==> src/rtl/ssel_pkg.sv <==
// Shared types and constants for the sprite scanline select block.
// No dependencies; every other file in rtl/ imports this package.
package ssel_pkg;

  localparam int MAX_PER_LINE_DEF = 10;
  localparam int ENTRY_COUNT_DEF  = 40;
  localparam int QUEUE_DEPTH_DEF  = 4;

  localparam logic [8:0] SPR_H_SHORT    = 9'd8;
  localparam logic [8:0] SPR_H_TALL     = 9'd16;
  localparam logic [7:0] TILE_EVEN_MASK = 8'hFE;

  // Attribute flag byte bit positions.
  localparam int FLAG_PRIO  = 7;
  localparam int FLAG_YFLIP = 6;
  localparam int FLAG_XFLIP = 5;
  localparam int FLAG_PAL   = 4;

  typedef struct packed {
    logic       first_of_line;
    logic [7:0] scanline;
    logic [5:0] entry_index;
    logic [7:0] pos_y;
    logic [7:0] pos_x;
    logic [7:0] tile_byte;
    logic [7:0] flag_byte;
  } ssel_req_t;

  typedef struct packed {
    logic [3:0] slot;
    logic [5:0] sel_index;
    logic [7:0] sel_x;
    logic [7:0] row_tile;
    logic [2:0] row_in_tile;
    logic       mirror_x;
    logic       palette_sel;
    logic       behind_bg;
  } ssel_res_t;

  // Selected entry as it travels from the front to the back.
  typedef struct packed {
    logic [3:0] slot;
    logic [5:0] index;
    logic [7:0] pos_x;
    logic [7:0] tile;
    logic [3:0] row;
    logic       yflip;
    logic       xflip;
    logic       pal;
    logic       prio;
  } ssel_sel_t;

endpackage

==> src/rtl/ssel_front.sv <==
// Front of the sprite scanline select: accepts requests, tests line range,
// keeps the per-line selection count. Depends on ssel_pkg.
module ssel_front import ssel_pkg::*; #(
  parameter int MAX_PER_LINE = MAX_PER_LINE_DEF,
  parameter int ENTRY_COUNT  = ENTRY_COUNT_DEF
) (
  input  logic      clk,
  input  logic      rst,
  input  logic      tall,
  input  logic      take,
  input  ssel_req_t request,
  output logic      sel_push,
  output ssel_sel_t sel_item
);

  logic [3:0] picked_count;
  logic [3:0] picked_count_next;
  logic [3:0] count_base;
  logic [8:0] line9;
  logic [8:0] top9;
  logic [8:0] height;
  logic [7:0] diff;
  logic       hit;

  always_comb begin
    count_base = request.first_of_line ? 4'd0 : picked_count;
    line9      = {1'b0, request.scanline};
    top9       = {1'b0, request.pos_y};
    height     = tall ? SPR_H_TALL : SPR_H_SHORT;
    diff       = request.scanline - request.pos_y;
    hit = ({1'b0, request.entry_index} < 7'(ENTRY_COUNT)) &&
          (top9 <= line9) && (line9 < top9 + height) &&
          (count_base < 4'(MAX_PER_LINE));
    sel_push = take && hit;
    picked_count_next = picked_count;
    if (take) begin
      picked_count_next = hit ? count_base + 4'd1 : count_base;
    end
    sel_item.slot  = count_base;
    sel_item.index = request.entry_index;
    sel_item.pos_x = request.pos_x;
    sel_item.tile  = request.tile_byte;
    sel_item.row   = diff[3:0];
    sel_item.yflip = request.flag_byte[FLAG_YFLIP];
    sel_item.xflip = request.flag_byte[FLAG_XFLIP];
    sel_item.pal   = request.flag_byte[FLAG_PAL];
    sel_item.prio  = request.flag_byte[FLAG_PRIO];
  end

  always_ff @(posedge clk) begin
    if (rst) begin
      picked_count <= 4'd0;
    end else begin
      picked_count <= picked_count_next;
    end
  end

  a_count_bound: assert property (@(posedge clk) disable iff (rst)
    picked_count <= 4'(MAX_PER_LINE))
    else $error("selection count above line limit");

endmodule

==> src/rtl/ssel_fifo.sv <==
// Short queue between front and back of the sprite scanline select.
// Flop storage, combinational head read. Depends on ssel_pkg.
module ssel_fifo import ssel_pkg::*; #(
  parameter int DEPTH = QUEUE_DEPTH_DEF
) (
  input  logic      clk,
  input  logic      rst,
  input  logic      wr_en,
  input  ssel_sel_t wr_data,
  input  logic      rd_en,
  output ssel_sel_t rd_data,
  output logic      full,
  output logic      not_empty
);

  localparam int PtrW = (DEPTH > 1) ? $clog2(DEPTH) : 1;
  localparam int CntW = $clog2(DEPTH + 1);

  ssel_sel_t           mem [DEPTH];
  logic [PtrW-1:0]     wr_ptr;
  logic [PtrW-1:0]     rd_ptr;
  logic [CntW-1:0]     count;

  assign full      = (count == CntW'(DEPTH));
  assign not_empty = (count != '0);
  assign rd_data   = mem[rd_ptr];

  always_ff @(posedge clk) begin
    if (wr_en) begin
      mem[wr_ptr] <= wr_data;
    end
  end

  always_ff @(posedge clk) begin
    if (rst) begin
      wr_ptr <= '0;
      rd_ptr <= '0;
      count  <= '0;
    end else begin
      if (wr_en) begin
        wr_ptr <= (wr_ptr == PtrW'(DEPTH - 1)) ? '0 : wr_ptr + 1'b1;
      end
      if (rd_en) begin
        rd_ptr <= (rd_ptr == PtrW'(DEPTH - 1)) ? '0 : rd_ptr + 1'b1;
      end
      if (wr_en && !rd_en) begin
        count <= count + 1'b1;
      end else if (rd_en && !wr_en) begin
        count <= count - 1'b1;
      end
    end
  end

  a_no_overflow: assert property (@(posedge clk) disable iff (rst)
    full && !rd_en |-> !wr_en)
    else $error("queue write while full");

  a_no_underflow: assert property (@(posedge clk) disable iff (rst)
    rd_en |-> not_empty)
    else $error("queue read while empty");

endmodule

==> src/rtl/ssel_back.sv <==
// Back of the sprite scanline select: applies y flip, picks the tile half,
// holds the finished result in an output register. Depends on ssel_pkg.
module ssel_back import ssel_pkg::*; (
  input  logic      clk,
  input  logic      rst,
  input  logic      tall,
  input  logic      sel_avail,
  input  ssel_sel_t sel_item,
  output logic      sel_pop,
  output logic      empty,
  input  logic      pop,
  output ssel_res_t result
);

  logic      res_valid;
  logic      load;
  logic [3:0] row_f;
  ssel_res_t res_next;

  assign empty   = !res_valid;
  assign load    = sel_avail && (!res_valid || pop);
  assign sel_pop = load;

  always_comb begin
    // Flip over the full sprite height; bit 3 only matters for tall sprites.
    row_f = sel_item.yflip ? ~sel_item.row : sel_item.row;
    res_next.slot        = sel_item.slot;
    res_next.sel_index   = sel_item.index;
    res_next.sel_x       = sel_item.pos_x;
    res_next.row_tile    = tall ? ((sel_item.tile & TILE_EVEN_MASK) | {7'd0, row_f[3]})
                                : sel_item.tile;
    res_next.row_in_tile = row_f[2:0];
    res_next.mirror_x    = sel_item.xflip;
    res_next.palette_sel = sel_item.pal;
    res_next.behind_bg   = sel_item.prio;
  end

  always_ff @(posedge clk) begin
    if (rst) begin
      res_valid <= 1'b0;
    end else if (load) begin
      res_valid <= 1'b1;
    end else if (pop) begin
      res_valid <= 1'b0;
    end
  end

  always_ff @(posedge clk) begin
    if (load) begin
      result <= res_next;
    end
  end

endmodule

==> src/rtl/sprite_scanline_select.sv <==
// Top level of the sprite scanline select block.
// Depends on ssel_pkg, ssel_front, ssel_fifo and ssel_back.
//
// Streams sprite entries, one request per clock unless full, and emits one
// result for every entry whose vertical span [pos_y, pos_y+height) covers
// the scanline, up to MAX_PER_LINE results per line (first_of_line on a
// request restarts the count). Entries with an index at or above
// ENTRY_COUNT are dropped. Both sides sustain one request and one result
// per cycle unless full is high or pop is held low; a result goes from
// the front compare into the queue, then into the back's output register.
// The QUEUE_DEPTH-entry queue between front and back lets the producer
// keep pushing while the consumer stalls; full rises only when that queue
// is full. tall_sprites selects 16-row sprites and must be written only
// while no request is in flight. No clearing pass after reset.
module sprite_scanline_select import ssel_pkg::*; #(
  parameter int MAX_PER_LINE = MAX_PER_LINE_DEF,
  parameter int ENTRY_COUNT  = ENTRY_COUNT_DEF,
  parameter int QUEUE_DEPTH  = QUEUE_DEPTH_DEF
) (
  input  logic      clk,
  input  logic      rst,
  // request side
  input  logic      push,
  output logic      full,
  input  ssel_req_t request,
  // result side
  output logic      empty,
  input  logic      pop,
  output ssel_res_t result,
  // configuration
  input  logic      cfg_wr_en,
  input  logic      cfg_wr_data
);

  logic      tall_sprites;
  logic      take;
  logic      sel_push;
  logic      sel_pop;
  logic      sel_avail;
  ssel_sel_t sel_in;
  ssel_sel_t sel_out;

  // Hold the sprite height setting.
  always_ff @(posedge clk) begin
    if (rst) begin
      tall_sprites <= 1'b0;
    end else if (cfg_wr_en) begin
      tall_sprites <= cfg_wr_data;
    end
  end

  // A request is taken whenever the queue has room.
  assign take = push && !full;

  ssel_front #(
    .MAX_PER_LINE (MAX_PER_LINE),
    .ENTRY_COUNT  (ENTRY_COUNT)
  ) u_front (
    .clk      (clk),
    .rst      (rst),
    .tall     (tall_sprites),
    .take     (take),
    .request  (request),
    .sel_push (sel_push),
    .sel_item (sel_in)
  );

  ssel_fifo #(
    .DEPTH (QUEUE_DEPTH)
  ) u_queue (
    .clk       (clk),
    .rst       (rst),
    .wr_en     (sel_push),
    .wr_data   (sel_in),
    .rd_en     (sel_pop),
    .rd_data   (sel_out),
    .full      (full),
    .not_empty (sel_avail)
  );

  // Advance the queue head into the output register when it is free.
  ssel_back u_back (
    .clk       (clk),
    .rst       (rst),
    .tall      (tall_sprites),
    .sel_avail (sel_avail),
    .sel_item  (sel_out),
    .sel_pop   (sel_pop),
    .empty     (empty),
    .pop       (pop),
    .result    (result)
  );

  a_slot_bound: assert property (@(posedge clk) disable iff (rst)
    !empty |-> (result.slot < 4'(MAX_PER_LINE)))
    else $error("result slot beyond line limit");

endmodule
==> config.mk <==
export PLATFORM = sky130hd
export DESIGN_NAME = sprite_scanline_select
export DESIGN_NICKNAME = d
export VERILOG_FILES = /design/src/rtl/ssel_pkg.sv /design/src/rtl/ssel_front.sv /design/src/rtl/ssel_fifo.sv /design/src/rtl/ssel_back.sv /design/src/rtl/sprite_scanline_select.sv
export SDC_FILE = /design/constraint.sdc
export NUM_CORES = 1
export LEC_CHECK = 0
export ABC_CLOCK_PERIOD_IN_PS = 3600
export CORE_MARGIN = 1
export CORE_UTILIZATION = 40
export CTS_CLUSTER_SIZE = 10
export DETAILED_ROUTE_END_ITERATION = 6
export DONT_BUFFER_PORTS = 1
export PLACE_DENSITY = 0.58
export SYNTH_ARGS = -nofsm -noshare
export SYNTH_HDL_FRONTEND = slang
export SYNTH_SLANG_ARGS = --single-unit
==> constraint.sdc <==
create_clock -name clk -period 3.6 [get_ports clk]
set_input_delay 0.54 -clock clk [delete_from_list [all_inputs] [get_ports clk]]
set_output_delay 0.54 -clock clk [all_outputs]
set_load 0.01 [all_outputs]
==> results.toml <==
[run_status]
status = "finished, final reports clean"

[logic_synthesis]
synthArstFlopShare = 0
synth_top_cell_by_area = "edfxtp_1"
synth.top_cells.by_area = "edfxtp_1 70%, mux4_2 11%, ha_1 4.3%"
synth_edf_count = 168
yosys_warnings = 0
ys_types = 39
synth.most_common_cell = "edfxtp_1"
ys_seq_area_frac = 0.739
syn_area_per_cell_um2 = 19.2
synth_top_area_share = 0.697
ys_seq_elements = 183
synth_common_cells = "168 x edfxtp_1, 34 x mux4_2, 25 x ha_1"
syn_nets = 458
ys.flop_type = "edfxtp_1"
synth_area_mm2 = 0.00724
synth_cells = 377

[timing]
relSlewSlack = 0.535
period_needed_ns = 3.41
hold_violations = 0
drv_slew = 0
finalSetupTns_ns = 0
setup_slack_ns = 0.193
setup_violations = 0
period_share = 0.946
rsz0062_at_grt = "no"
skew_ns = 0.00708
tightest_slew_ns = 0.697
max_freq_mhz = 294

[clock_tree]
htree_num_levels = 4
cts-hold-fix-buffers = 0
clock_latency_ns = 0.42
cts_buffer_depth = 2
numCtsBuffers = 17
cts.sinks = 183
cts_tree = "yes"
cts.reportedPaths.clkPinSlew_ns = 0.06
cts_root_buf = "clkbuf_16"

[route]
vias = 3310
wire_per_inst_um = 19.4
drcViolationCount = 0
wl_um = 12400
firstDrtPassIters = 5
ant_nets = 0
drt_iter0_drc = 201
viasPerCell = 5.18

[grt]
grt_overflow = 0
grt_max_degree = 34
grt_pass1_wl_um = 19100
antenna_found_initial = 0
gr-usage-all-layers = 0.143
grt_pass1_vias = 3587

[place]
gp_congestion = 0.729
dp_hpwl_um = 7750
numPortBuffers = 0
post-place-ws_ns = -0.00911

[run]
cap_violations = 0

[hold_path]
hold_class = "input pin to register"

[critical_path]
path_class = "register to register"
critPathCaptureType = "register"
arrival_ns = 3.77
cp.required_ns = 3.96
startpoint_type = "register"
cp_slowest_cell = "or3_4"
timing.critical_path.slowest_cell_delay_ns = 0.38
crit_chain = "ha_1, a21o_1, nand2_1, xor2_1, ha_1, a21o_1, a21oi_2, o211a_1, nand4_1, nor2_1, ha_2, inv_1, fa_2, xor2_2, or3_4, a21oi_2"
path_max_fanout = 3

[power]
ir_worst_vdd_mv = 0.332
power_density_mw_per_mm2 = 681
leakagePower_nw = 2.78
p_total_w = 0.00562

[finish]
drive_above_1_share = 0.239
area_delta_synth_final_pct = 14.0
n_antenna_cell = 0
final_nets = 482

[die]
dieArea_mm2 = 0.0186
start_util = 0.414
rows = 48
coreArea_mm2 = 0.0175
ios = 87
die_w_um = 137
die_h_um = 137
==> cell usage in the layout (no fill, tap or decap), drive strengths merged, types with 2 or more instances in the layout <==
cell	instances
and3	5
bufinv	2
mux4	34
a21oi	14
nand3	3
nor2b	6
nor3	2
edfxtp	168
fa	3
ha	25
a211o	2
nor2	10
clkbuf	19
xor2	7
a21o	3
buf	16
nand2	10
xnor2	4
nand4	4
clkinv	9
o21ai	11
and4	2
dfxtp	15
mux2i	3
inv	25
==> logic make-up (layout without fill, tap and decap cells) <==
logic type	count (synthesis)	count (layout)	share of synthesized area
muxes	37	37	0.110
xor gates and xnor gates	11	11	0.0133
buffers and inverters	35	72	0.0204
AOI/OAI and AO/OA	37	37	0.0316
adders and majority gates	28	28	0.0515
and+or+nand+nor	46	46	0.0346
DFF	183	183	0.739
==> final cells by class <==
type                       instances  area [µm²]
multi-input combinational        159        1800
timing repair buffer              16         170
inverter                          24        90.1
clock inverter                    13         130
clock buffer                      19         433
sequential                       183        5350
fill                            1459        9230
tap                              225         282
==> power breakdown <==
part           switching [W]  internal, W  total [W]  leakage [nW]
clock               0.000745      0.00102    0.00176         0.276
combinational       0.000432     0.000415   0.000847         0.839
sequential          0.000288      0.00272    0.00301          1.66
total                0.00147      0.00415    0.00562          2.78
==> worst paths after layout <==
| check | startpoint | endpoint | slack (ns) | depth (start not counted) |
|---|---|---|---|---|
| worst max-delay path | tall_sprites | u_queue.count[2] | 0.19 | 16 |
| worst min-delay path | rst | u_queue.count[2] | 0.18 | 1 |
| worst max register to register | tall_sprites | u_queue.count[2] | 0.19 | 16 |
| worst min register to register | u_front.picked_count[1] | u_front.picked_count[1] | 0.48 | 2 |
==> through the flow <==
stage / cells / hold WS (ns) / instance area [µm²] / utilization
floorplan: 377 / 0.446 / 7240 / -
global placement: 605 / 0.468 / 7630 / 0.437
detailed placement: 605 / 0.479 / 7630 / 0.437
CTS: 637 / 0.154 / 8190 / 0.469
global route: 639 / 0.158 / 8250 / 0.472
finish: 639 / 0.175 / 8250 / 0.472
==> flip-flops by register name (all words and copies together) (netlist names), named ones only <==
| register | count |
|---|---|
| u_queue.mem | 136 |
| u_back.result | 32 |
| u_back.res_valid | 1 |
| tall_sprites | 1 |
| u_front.picked_count | 4 |
| u_queue.rd_ptr | 2 |
| u_queue.count | 3 |
| u_queue.wr_ptr | 2 |
==> repair_timing <==
action | CTS | global route
gates resized for setup | 0 | 12
setup buffers | 0 | 2
setup endpoints to repair | 0 | 1
==> metal layers <==
| metal | vias to the layer above | share of wire | track usage | routed length, µm |
|---|---|---|---|---|
| met5 | - | 0 | 0 | 0 |
| met4 | 0 | 0.013 | 0.0519 | 159 |
| met3 | 12 | 0.049 | 0.0481 | 609 |
| met2 | 72 | 0.51 | 0.244 | 6330 |
| met1 | 1698 | 0.43 | 0.169 | 5290 |
| li1 | 1528 | - | - | - |
==> worst max-delay path: cells and delay by family, from the launching register on <==
kind            cells  cell delay, ns
compound gates      5            0.75
xor+xnor            2            0.32
fa+ha+maj           4            1.13
buf+inv             1            0.06
flops               1            0.34
simple gates        4            0.74
(Power assumes the default switching activity.)
